`src/hw/rtl/hsfg_pkg.sv`:
```
// Shared widths and constant tables for the brick element gradient block.
// No dependencies; imported by hex_shape_function_gradient.
package hsfg_pkg;

    localparam int COORD_W  = 32;
    localparam int FRAC_W   = 16;
    localparam int SUM_W    = COORD_W + 3;          // Jacobian sum of eight coordinates
    localparam int ADJ_W    = 2 * SUM_W + 1;        // cofactor entry
    localparam int ACC_W    = 3 * SUM_W + 3;        // determinant accumulator
    localparam int MAG_W    = ACC_W - 2;            // determinant magnitude
    localparam int NMAG_W   = ADJ_W + 1;            // magnitude of a cofactor row sum
    localparam int NUM_W    = ACC_W - 1;            // dividend and divisor width
    localparam int REM_W    = NUM_W + 1;
    localparam int QSH      = 2 * FRAC_W + 1;       // dividend scale
    localparam int THR_W    = 63;
    localparam int THR_SH   = 9;                    // det(S) = 512 * det(J)
    localparam int NTERMS   = 21;
    localparam int MUL_STEPS = SUM_W;

    // Bit k set where the centroid derivative of node k along that parametric axis is negative.
    localparam logic [7:0] DS_NEG [3] = '{8'b0011_0011, 8'b0000_1111, 8'b1001_1001};

    // Product terms: 18 for the cofactors (two per entry), then three for the determinant.
    localparam logic [3:0] TERM_A [NTERMS] = '{
        4'd4, 4'd5, 4'd7, 4'd8, 4'd1, 4'd2, 4'd5, 4'd3, 4'd8, 4'd6,
        4'd2, 4'd0, 4'd3, 4'd4, 4'd6, 4'd7, 4'd0, 4'd1, 4'd0, 4'd3, 4'd6};
    localparam logic [3:0] TERM_B [NTERMS] = '{
        4'd8, 4'd7, 4'd2, 4'd1, 4'd5, 4'd4, 4'd6, 4'd8, 4'd0, 4'd2,
        4'd3, 4'd5, 4'd7, 4'd6, 4'd1, 4'd0, 4'd4, 4'd3, 4'd0, 4'd1, 4'd2};

endpackage

```
`src/hw/rtl/hex_shape_function_gradient.sv`:
```
// Shape function gradients of an 8-node brick element at its centroid.
// Depends on hsfg_pkg for widths and the constant term tables.
//
// Usage:
//   s_ channel: one node per transfer (coord_x/y/z, signed Q16.16), nodes 0..7 in order.
//   m_ channel: after the eighth node, eight results, one per node, node_number 0..7,
//   last_node set on node 7. cfg_ channel writes det_threshold (reset value 1);
//   write it only while the block is idle.
//   Nodes 0..6 are taken one per cycle. The eighth node starts the element solve:
//   21 products on one shift-add multiplier, then per node and axis a three-term
//   cofactor sum and a 32-step restoring divider. Degenerate elements skip the
//   division and give one result per cycle of m_ready.
//   s_ready is low from the eighth node until the last result transfers.
//   A stalled receiver simply holds the current result; nothing is lost.
//   Reset clears the Jacobian sums and node count and aborts any element in flight.
module hex_shape_function_gradient
    import hsfg_pkg::*;
(
    input  logic                      aclk,
    input  logic                      aresetn,
    input  logic                      s_valid,
    output logic                      s_ready,
    input  logic signed [COORD_W-1:0] s_coord_x,
    input  logic signed [COORD_W-1:0] s_coord_y,
    input  logic signed [COORD_W-1:0] s_coord_z,
    output logic                      m_valid,
    input  logic                      m_ready,
    output logic [2:0]                m_node_number,
    output logic signed [COORD_W-1:0] m_deriv_x,
    output logic signed [COORD_W-1:0] m_deriv_y,
    output logic signed [COORD_W-1:0] m_deriv_z,
    output logic                      m_degenerate,
    output logic                      m_saturated,
    output logic                      m_last_node,
    input  logic                      cfg_valid,
    output logic                      cfg_ready,
    input  logic [THR_W-1:0]          cfg_data
);

    typedef enum logic [3:0] {
        IDLE, LD_A, LD_B, MUL, THR, NSUM, DPREP, DIV, STORE, EMIT
    } state_t;

    state_t                    state_reg;
    logic signed [SUM_W-1:0]   s_reg [9];
    logic signed [ADJ_W-1:0]   adj_reg [9];
    logic signed [ACC_W-1:0]   acc_reg, opa_reg, det_reg;
    logic [SUM_W-1:0]          opb_reg;
    logic [5:0]                cnt_reg;
    logic [4:0]                term_reg;
    logic [2:0]                nodes_reg, k_reg;
    logic [1:0]                axis_reg, i_reg;
    logic [3:0]                aptr_reg;
    logic [THR_W-1:0]          thr_reg;
    logic                      degen_reg, neg_reg, sat_reg;
    logic [REM_W-1:0]          rem_reg;
    logic [COORD_W-1:0]        low_reg, q_reg;
    logic [NUM_W-1:0]          den_reg;
    logic [COORD_W-1:0]        dv_reg [3];

    logic signed [ACC_W-1:0]   acc_next, addend;
    logic                      sub;
    logic [3:0]                s_idx, a_idx;
    logic signed [SUM_W-1:0]   s_rd;
    logic signed [ADJ_W-1:0]   adj_rd;
    logic [MAG_W-1:0]          dmag;
    logic [ACC_W-1:0]          acc_abs;
    logic [NUM_W-1:0]          num;
    logic [REM_W-1:0]          rem2;
    logic                      fits;
    logic [COORD_W-1:0]        lim, mag;
    logic signed [COORD_W-1:0] cin [3];

    assign cin[0] = s_coord_x;
    assign cin[1] = s_coord_y;
    assign cin[2] = s_coord_z;

    assign s_ready   = (state_reg == IDLE);
    assign m_valid   = (state_reg == EMIT);
    assign cfg_ready = 1'b1;
    assign m_node_number = k_reg;
    assign m_deriv_x = dv_reg[0];
    assign m_deriv_y = dv_reg[1];
    assign m_deriv_z = dv_reg[2];
    assign m_degenerate = degen_reg;
    assign m_saturated  = sat_reg;
    assign m_last_node  = (k_reg == 3'd7);

    assign s_idx  = (state_reg == LD_A) ? TERM_A[term_reg] : TERM_B[term_reg];
    assign a_idx  = (state_reg == LD_A) ? TERM_A[term_reg] : aptr_reg;
    assign s_rd   = s_reg[s_idx];
    assign adj_rd = adj_reg[a_idx];

    // The shared adder: multiply steps, cofactor row sums.
    always_comb begin
        sub    = 1'b0;
        addend = '0;
        if (state_reg == MUL) begin
            sub = (term_reg[0] && term_reg < 5'd18) ^ (cnt_reg == 6'(MUL_STEPS - 1));
            addend = opb_reg[0] ? opa_reg : '0;
        end else if (state_reg == NSUM) begin
            sub = DS_NEG[i_reg][k_reg];
            addend = {{(ACC_W-ADJ_W){adj_rd[ADJ_W-1]}}, adj_rd};
        end
        acc_next = ((state_reg == NSUM && i_reg == 2'd0) ? '0 : acc_reg)
                   + (sub ? -addend : addend);
    end

    always_comb begin
        logic [ACC_W-1:0] dabs;
        dabs    = det_reg[ACC_W-1] ? ACC_W'(-det_reg) : ACC_W'(det_reg);
        dmag    = dabs[MAG_W-1:0];
        acc_abs = acc_reg[ACC_W-1] ? ACC_W'(-acc_reg) : ACC_W'(acc_reg);
        num     = {acc_abs[NMAG_W-1:0], {QSH{1'b0}}} + NUM_W'(dmag);
        fits    = NUM_W'(num[NUM_W-1:COORD_W]) < {dmag, 1'b0};
        rem2    = {rem_reg[REM_W-2:0], low_reg[COORD_W-1]};
        lim     = neg_reg ? {1'b1, {(COORD_W-1){1'b0}}} : {1'b0, {(COORD_W-1){1'b1}}};
        mag     = (q_reg > lim) ? lim : q_reg;
    end

    always_ff @(posedge aclk) begin
        if (!aresetn) begin
            state_reg <= IDLE;
            nodes_reg <= '0;
            thr_reg   <= THR_W'(1);
            for (int j = 0; j < 9; j++) s_reg[j] <= '0;
        end else begin
            if (cfg_valid) thr_reg <= cfg_data;
            unique case (state_reg)
                IDLE: begin
                    if (s_valid) begin
                        for (int r = 0; r < 3; r++)
                            for (int c = 0; c < 3; c++)
                                s_reg[r*3+c] <= DS_NEG[r][nodes_reg]
                                    ? s_reg[r*3+c] - SUM_W'(cin[c])
                                    : s_reg[r*3+c] + SUM_W'(cin[c]);
                        nodes_reg <= nodes_reg + 3'd1;
                        if (nodes_reg == 3'd7) begin
                            term_reg  <= '0;
                            state_reg <= LD_A;
                        end
                    end
                end
                LD_A: begin
                    opa_reg <= (term_reg < 5'd18)
                        ? {{(ACC_W-SUM_W){s_rd[SUM_W-1]}}, s_rd}
                        : {{(ACC_W-ADJ_W){adj_rd[ADJ_W-1]}}, adj_rd};
                    // Cofactor pairs start on even terms; the determinant sums its three terms.
                    if ((!term_reg[0] && term_reg < 5'd18) || term_reg == 5'd18)
                        acc_reg <= '0;
                    state_reg <= LD_B;
                end
                LD_B: begin
                    opb_reg   <= s_rd;
                    cnt_reg   <= '0;
                    state_reg <= MUL;
                end
                MUL: begin
                    acc_reg <= acc_next;
                    opa_reg <= opa_reg <<< 1;
                    opb_reg <= opb_reg >> 1;
                    cnt_reg <= cnt_reg + 6'd1;
                    if (cnt_reg == 6'(MUL_STEPS - 1)) begin
                        if (term_reg[0] && term_reg < 5'd18)
                            adj_reg[term_reg[4:1]] <= acc_next[ADJ_W-1:0];
                        term_reg <= term_reg + 5'd1;
                        if (term_reg == 5'(NTERMS - 1)) begin
                            det_reg   <= acc_next;
                            state_reg <= THR;
                        end else begin
                            state_reg <= LD_A;
                        end
                    end
                end
                THR: begin
                    // A zero determinant is always degenerate, even at threshold zero.
                    degen_reg <= (dmag == '0) ||
                                 (dmag < MAG_W'({thr_reg, {THR_SH{1'b0}}}));
                    k_reg    <= '0;
                    axis_reg <= '0;
                    i_reg    <= '0;
                    aptr_reg <= '0;
                    sat_reg  <= 1'b0;
                    if ((dmag == '0) || (dmag < MAG_W'({thr_reg, {THR_SH{1'b0}}}))) begin
                        for (int j = 0; j < 3; j++) dv_reg[j] <= '0;
                        state_reg <= EMIT;
                    end else begin
                        state_reg <= NSUM;
                    end
                end
                NSUM: begin
                    acc_reg  <= acc_next;
                    aptr_reg <= aptr_reg + 4'd1;
                    i_reg    <= i_reg + 2'd1;
                    if (i_reg == 2'd2) begin
                        i_reg     <= '0;
                        state_reg <= DPREP;
                    end
                end
                DPREP: begin
                    neg_reg <= acc_reg[ACC_W-1] ^ det_reg[ACC_W-1];
                    den_reg <= {dmag, 1'b0};
                    rem_reg <= REM_W'(num[NUM_W-1:COORD_W]);
                    low_reg <= num[COORD_W-1:0];
                    cnt_reg <= '0;
                    q_reg   <= '0;
                    if (fits) begin
                        state_reg <= DIV;
                    end else begin
                        // Quotient of 2^32 or more: clip at once.
                        q_reg     <= '1;
                        state_reg <= STORE;
                    end
                end
                DIV: begin
                    if (rem2 >= {1'b0, den_reg}) begin
                        rem_reg <= rem2 - {1'b0, den_reg};
                        q_reg   <= {q_reg[COORD_W-2:0], 1'b1};
                    end else begin
                        rem_reg <= rem2;
                        q_reg   <= {q_reg[COORD_W-2:0], 1'b0};
                    end
                    low_reg <= low_reg << 1;
                    cnt_reg <= cnt_reg + 6'd1;
                    if (cnt_reg == 6'(COORD_W - 1)) state_reg <= STORE;
                end
                STORE: begin
                    dv_reg[axis_reg] <= neg_reg ? -mag : mag;
                    if (q_reg > lim) sat_reg <= 1'b1;
                    if (axis_reg == 2'd2) begin
                        axis_reg  <= '0;
                        state_reg <= EMIT;
                    end else begin
                        axis_reg  <= axis_reg + 2'd1;
                        state_reg <= NSUM;
                    end
                end
                EMIT: begin
                    if (m_ready) begin
                        k_reg    <= k_reg + 3'd1;
                        aptr_reg <= '0;
                        sat_reg  <= 1'b0;
                        if (k_reg == 3'd7) begin
                            for (int j = 0; j < 9; j++) s_reg[j] <= '0;
                            nodes_reg <= '0;
                            state_reg <= IDLE;
                        end else if (!degen_reg) begin
                            state_reg <= NSUM;
                        end
                    end
                end
                default: state_reg <= IDLE;
            endcase
        end
    end

    a_no_overlap: assert property (@(posedge aclk) disable iff (!aresetn)
        m_valid |-> !s_ready)
        else $error("input taken while results pending");

    a_last_returns_idle: assert property (@(posedge aclk) disable iff (!aresetn)
        m_valid && m_ready && m_last_node |=> s_ready)
        else $error("block not idle after last result");

    a_degen_zero: assert property (@(posedge aclk) disable iff (!aresetn)
        m_valid && m_degenerate |-> m_deriv_x == '0 && m_deriv_y == '0 &&
                                    m_deriv_z == '0 && !m_saturated)
        else $error("degenerate result carries data");

    a_node_step: assert property (@(posedge aclk) disable iff (!aresetn)
        m_valid && m_ready && !m_last_node |=> m_node_number == $past(m_node_number) + 3'd1)
        else $error("node number skipped");

endmodule
```
`config.mk`:
```
export PLATFORM = sky130hd
export DESIGN_NAME = hex_shape_function_gradient
export DESIGN_NICKNAME = d
export VERILOG_FILES = /design/src/hw/rtl/hsfg_pkg.sv /design/src/hw/rtl/hex_shape_function_gradient.sv
export SDC_FILE = /design/constraint.sdc
export NUM_CORES = 2
export LEC_CHECK = 0
export BUFFER_PORTS_ARGS = -buffer_cell sky130_fd_sc_hd__buf_2
export CAP_MARGIN = 0
export CORE_MARGIN = 5
export CORE_UTILIZATION = 50
export DETAILED_ROUTE_END_ITERATION = 10
export HOLD_SLACK_MARGIN = 0.03
export PLACE_DENSITY = 0.63
export SLEW_MARGIN = 30
export SYNTH_ARGS = -nofsm -noshare
export SYNTH_HDL_FRONTEND = slang
export SYNTH_SLANG_ARGS = --single-unit
```
`constraint.sdc`:
```
create_clock -name aclk -period 14.5 [get_ports aclk]
set_clock_uncertainty 0.05 [all_clocks]
set_input_delay 1.45 -clock aclk [delete_from_list [all_inputs] [get_ports aclk]]
set_output_delay 1.45 -clock aclk [all_outputs]
set_load 0.01 [all_outputs]
```
### Word level (Yosys, flattened, before mapping)

Memories as Yosys holds them, arrays and structs flattened. A register that Yosys moved wholly into a read port is not among the register bits.
Index checks and enable logic that the tools add are counted.

* $add $sub $neg: 32
* order comparisons: 9
* equality and inequality tests: 27
* muxes and demuxes: 128
* bitwise operators: 22
* reduce and logical (&&, ||, !) cells: 41

Operators by type and width (number)
* 35-bit 2-to-1 mux: 27
* 108-bit 2-to-1 mux: 7
* 108-bit case mux with 2 select lines: 2
* 35-bit by 32-bit adder with 35-bit output: 9
* 35-bit by 32-bit subtractor with 35-bit output: 9
* 107-bit case mux with 2 select lines: 1
* 32-bit 2-to-1 mux: 5
* 32-bit case mux with 2 select lines: 2
* 108-bit adder: 1
* 108-bit by 107-bit greater-or-equal comparator with 1-bit output: 1
* 108-bit negation: 1
* 105-bit by 106-bit adder with 107-bit output: 1
* 75-bit by 107-bit less-than comparator with 1-bit output: 1
* 107-bit 2-to-1 mux: 1
* 107-bit subtractor: 1
* 106-bit logical NOT: 1
* 106-bit by 72-bit less-than comparator with 1-bit output: 1
* 106-bit 2-to-1 mux: 1
* 106-bit negation: 1
* 4-bit 2-to-1 mux: 18
* 72-bit 2-to-1 mux: 1
* 72-bit negation: 1
* 35-bit case mux with 2 select lines: 1
* 4-bit case mux with 10 select lines: 1
* 54 further kinds: 164

* flip-flop bits (word level): 731
* bits in writable memories: 1050
* memory bits (read-only): 280
* input bits: 164
* output and inout port bits: 105
* word-level logic and storage cells: 287
* memories: 8

Memory list
* adj_reg: words 9, width 71, rd ports 1, clocked after memory_dff 0, write ports 1, RTL line hex_shape_function_gradient.sv:46 `logic signed [ADJ_W-1:0] adj_reg [9];`
* s_reg: words 9, width 35, rd ports 10, clocked after memory_dff 0, write ports 9, RTL line hex_shape_function_gradient.sv:45 `logic signed [SUM_W-1:0] s_reg [9];`
* (name not given): words 32, width 4, rd ports 1, clocked after memory_dff 0, write ports 0, RTL line hex_shape_function_gradient.sv:90 `assign a_idx = (state_reg == LD_A) ? TERM_A[term_reg] : aptr_reg;`
* (name not given): words 32, width 4, rd ports 1, clocked after memory_dff 0, write ports 0, RTL line hex_shape_function_gradient.sv:89 `assign s_idx = (state_reg == LD_A) ? TERM_A[term_reg] : TERM_B[term_reg];`
* dv_reg: words 3, width 32, rd ports 3, clocked after memory_dff 0, write ports 3, RTL line hex_shape_function_gradient.sv:59 `logic [COORD_W-1:0] dv_reg [3];`
* (name not given): words 8, width 1, rd ports 1, clocked after memory_dff 1, write ports 0, RTL line hex_shape_function_gradient.sv:134 `s_reg[r*3+c] <= DS_NEG[r][nodes_reg]`
* 2 more memories

### Logic depth before layout (Yosys ltp)

An unclocked memory read counts as a cell.

* depth after elaboration: 12
* depth in mapped cells: 40
* depth with buffers taken out: 37

### Worst setup path before layout

No wires, ideal clock.

* path type: input -> register
* start point: in aresetn
* end point: reg det_reg[0] (enable)
* setup time: 0.836 ns
* arrival time: 11.844 ns
* data required time: 13.614 ns
* slack: 1.770 ns
* stages: 3
* path buffers: 1
* path through: inv_1 > clkbuf_1 > nor4_1

* longest elaborated chain between the ends: 1

Ends and longest elaborated chain
* from (decl): RTL line hex_shape_function_gradient.sv:20 `input logic aresetn,`
* 4-bit AND reduction (no line)
* to (signal assigned): RTL line hex_shape_function_gradient.sv:168 `det_reg <= acc_next;`
* to (decl): RTL line hex_shape_function_gradient.sv:47 `logic signed [ACC_W-1:0] acc_reg, opa_reg, det_reg;`

Every way passes these cells.
A chain may end at the register's enable or synchronous reset.

### Final worst setup path

* start point: reg term_reg[1]
* end point: reg acc_reg[104] (data pin)

* longest elaborated chain between the ends: 12

Ends and longest elaborated chain
* from (decl): RTL line hex_shape_function_gradient.sv:50 `logic [4:0] term_reg;`
* from (signal assigned): RTL line hex_shape_function_gradient.sv:166 `term_reg <= term_reg + 5'd1;`
* 5-bit inverter with 6-bit output (not written as such): RTL line hex_shape_function_gradient.sv:90
* memory read 32 x 4 bit
* 4-bit 2-to-1 mux (not written as such) (2 in series): RTL line hex_shape_function_gradient.sv:90
* 4-bit 2-to-1 mux: RTL line hex_shape_function_gradient.sv:90
* memory read 9 x 71 bit
* 108-bit 2-to-1 mux: RTL line hex_shape_function_gradient.sv:101 `end else if (state_reg == NSUM) begin`
* 108-bit 2-to-1 mux: RTL line hex_shape_function_gradient.sv:98 `if (state_reg == MUL) begin`
* 108-bit negation: RTL line hex_shape_function_gradient.sv:106 `+ (sub ? -addend : addend);`
* 108-bit 2-to-1 mux *: RTL line hex_shape_function_gradient.sv:106
* 108-bit adder *: RTL line hex_shape_function_gradient.sv:106
* 108-bit case mux with 2 select lines *: RTL line hex_shape_function_gradient.sv:129 `unique case (state_reg)`
* to (signal assigned): RTL line hex_shape_function_gradient.sv:159 `acc_reg <= acc_next;`
* to (signal assigned): RTL line hex_shape_function_gradient.sv:192 `acc_reg <= acc_next;`
* to (decl): RTL line hex_shape_function_gradient.sv:47

Every way passes the cells marked *; elsewhere a longest branch is shown, timed or not. The select of a mux whose other input is x is not followed.

==> metrics.yaml <==
run_status:
  status: "completed"
sta:
  finalCritPeriodShare_pct: 81.25
  setup_violations: 0
  worstMarginPinSlew_ns: 1.124
  max_freq_ghz: 0.08488
  period_needed_ns: 11.78
  final.setup.tns_ns: 0
  rsz0062_at_grt: "false"
  slew_headroom_pct: 24.71
  hold_viol: 0
  report.final.slew_viol_count: 0
synthesis:
  synth.yosys.seq_area_share_pct: 43.64
  ys_async_sr_fraction_pct: 0
  synthFlopType: "edfxtp_1"
  syn_inst: 12650
  synth_cell_types: 120
  ys_ff_latch: 1783
  synth_nets: 13600
  synthesis.area_um2: 121000
  synth.yosys.warnings: 0
  synth_enable_flop_cells: 1710
  syn_area_per_cell_um2: 9.568
clocking:
  cts-resized-gates: 0
  cts_tree: "yes"
  post_cts_buffers: 0
  numCtsBuffers: 200
  clock_path_buffers: 3
  clk_pin_slew_ns: 0.07
  cts-root-buf: "clkbuf_16"
  clock_latency_ns: 0.92
  h-tree-depth: 4
  ctsHoldBuffers: 0
  cts.sinks: 1783
routing:
  vias: 99140
  drt_drc_violations_left: 0
  initialDrtViolationCount: 10650
  dr.pass1.iters: 8
  wl_per_cell_um: 24.77
  wl_mm: 397.3
  ant_nets: 0
  via_per_inst: 6.180
global_route:
  gr-total-overflow: 0
  grt_pass1_wl_mm: 591.5
  grt_max_degree: 165
  antenna_found_initial: 47
  grt_pass1_vias: 93710
  grt_usage_pct: 30.60
floorplan:
  core_um2: 240800
  start_util_pct: 50.26
  num_rows: 180
  io_pins: 269
  die_area_um2: 251900
  die_h_um: 501.9
  die_w_um: 501.9
worst_setup_path:
  crit_arrival_ns: 12.33
  r2r_setup_slack_ns: 2.72
  end_kind: "register"
  critPathRequiredTime_ns: 15.05
  path_max_fanout: 55
  cp-start-kind: "register"
  critPathMaxStageDelay_ns: 0.76
  path_class: "reg2reg"
  cp_slowest_cell: "edfxtp_1"
pwr:
  finalPower_mw: 22.04
  p_leak_nw: 52.06
  powerDensity_nw_per_um2: 165.9
  ir_drop_mv: 0.1331
final_layout:
  postLayoutCoreUtil_pct: 55.17
  syn_to_final_growth_pct: 9.762
  drive_gt1_share_pct: 8.153
  final_cells: 16040
  largest_register_ffs: 639
  finalNetCount: 13620
placement:
  dp_cells: 15640
  routabilityCongestion: 0.9611
  dp_hpwl_mm: 290.2
  io_buffers: 267
hold_path:
  hold_path.class: "reg2reg"
flow_run:
  drv_cap: 0
-- cell type report --
class / instances / area, um2
sequential: 1783 / 52820
tap: 3185 / 3985
timing repair buffer: 448 / 2844
clock inverter: 131 / 1505
antenna: 27 / 67.56
clock buffer: 242 / 5207
multi-input combinational: 9754 / 64620
inverter: 471 / 1768
fill: 21310 / 107900
-- cell usage after synthesis, types with 226 or more instances --
library cell	count	share of area [%]
edfxtp_1	1710	42
nor2_1	1517	4.7
nand2_1	1296	4.0
a21oi_1	959	4.0
ha_1	781	8.1
xnor2_1	721	5.2
o21ai_0	641	2.7
clkbuf_1	506	1.6
inv_1	465	1.4
a21o_1	327	2.0
mux2i_1	324	2.7
xor2_1	309	2.2
nand3_1	244	1.0
nor3_1	226	0.93
-- cells by family after synthesis --
| logic type | after synthesis | share of synthesized area (%) |
|---|---|---|
| flops | 1783 | 43.64 |
| mux | 404 | 3.871 |
| xor+xnor | 1035 | 7.529 |
| compound gates | 3035 | 15.83 |
| other cells | 1 | 0.003099 |
| simple gates | 4484 | 17.24 |
| buf+inv | 1110 | 3.600 |
| fa+ha+maj | 795 | 8.293 |
-- critical path, delay by kind of cell, from the launching register on --
family / cells / cell delay [ns]
compound gates: 11 / 3.90
xor+xnor: 1 / 0.18
fa+ha+maj: 2 / 0.75
buf+inv: 4 / 1.68
flops: 1 / 0.76
mux: 4 / 0.98
simple gates: 10 / 3.03
-- where the power goes --
part / switching, mW / leakage (nW) / internal (mW)
clock: 2.27 / 3.23 / 2.97
combinational: 6.04 / 31.7 / 3.70
sequential: 0.426 / 17.1 / 6.63
total: 8.73 / 52.1 / 13.3
-- through the flow --
| step | setup slack (ns) | hold WS [ns] | instance area [um2] |
|---|---|---|---|
| floorplan | 1.770 | 0.3861 | 121000 |
| global placement | 2.973 | 0.4148 | 125700 |
| detailed placement | 2.977 | 0.4194 | 125800 |
| CTS | 2.852 | 0.4352 | 132600 |
| global route | 2.163 | 0.4544 | 132800 |
| finish | 2.719 | 0.4295 | 132800 |
-- final timing paths --
kind	startpoint	to	cells after the start
max	term_reg[1]	acc_reg[104]	32
min	thr_reg[0]	thr_reg[0]	2
max reg2reg	term_reg[1]	acc_reg[104]	32
min reg2reg	thr_reg[0]	thr_reg[0]	2
-- per-layer routing --
layer	up-vias	GRT usage, %	part of all wire [%]
met4	10	8.814	3.0
met3	593	5.379	8.4
met1	48330	44.66	45
met5	-	0	0.019
met2	4099	46.74	44
li1	46100	-	-
-- cell usage in the layout (no fill, tap or decap), types with 51 or more instances in the layout --
| cell type | instances |
|---|---|
| a21oi_1 | 957 |
| a311oi_1 | 51 |
| buf_2 | 266 |
| nor4_1 | 67 |
| o21ai_0 | 638 |
| nand3_1 | 241 |
| clkbuf_16 | 201 |
| nand4_1 | 132 |
| nor3_1 | 220 |
| xnor2_1 | 694 |
| ha_1 | 781 |
| a21o_1 | 327 |
| edfxtp_1 | 1710 |
| buf_4 | 168 |
| mux2i_1 | 324 |
| dfxtp_1 | 70 |
| nand2_1 | 1293 |
| xor2_1 | 297 |
| and3_1 | 120 |
| inv_1 | 464 |
| nor2b_1 | 224 |
| a211oi_1 | 118 |
| or4_1 | 53 |
| nor3b_1 | 61 |
| a31oi_1 | 169 |
| o21bai_1 | 104 |
| nand2b_1 | 150 |
| o21a_1 | 88 |
| or2_2 | 53 |
| or3_1 | 95 |
| nor2_1 | 1500 |
| o31ai_1 | 109 |
| and2_1 | 169 |
Note: power is estimated with default switching activity, not from simulation.
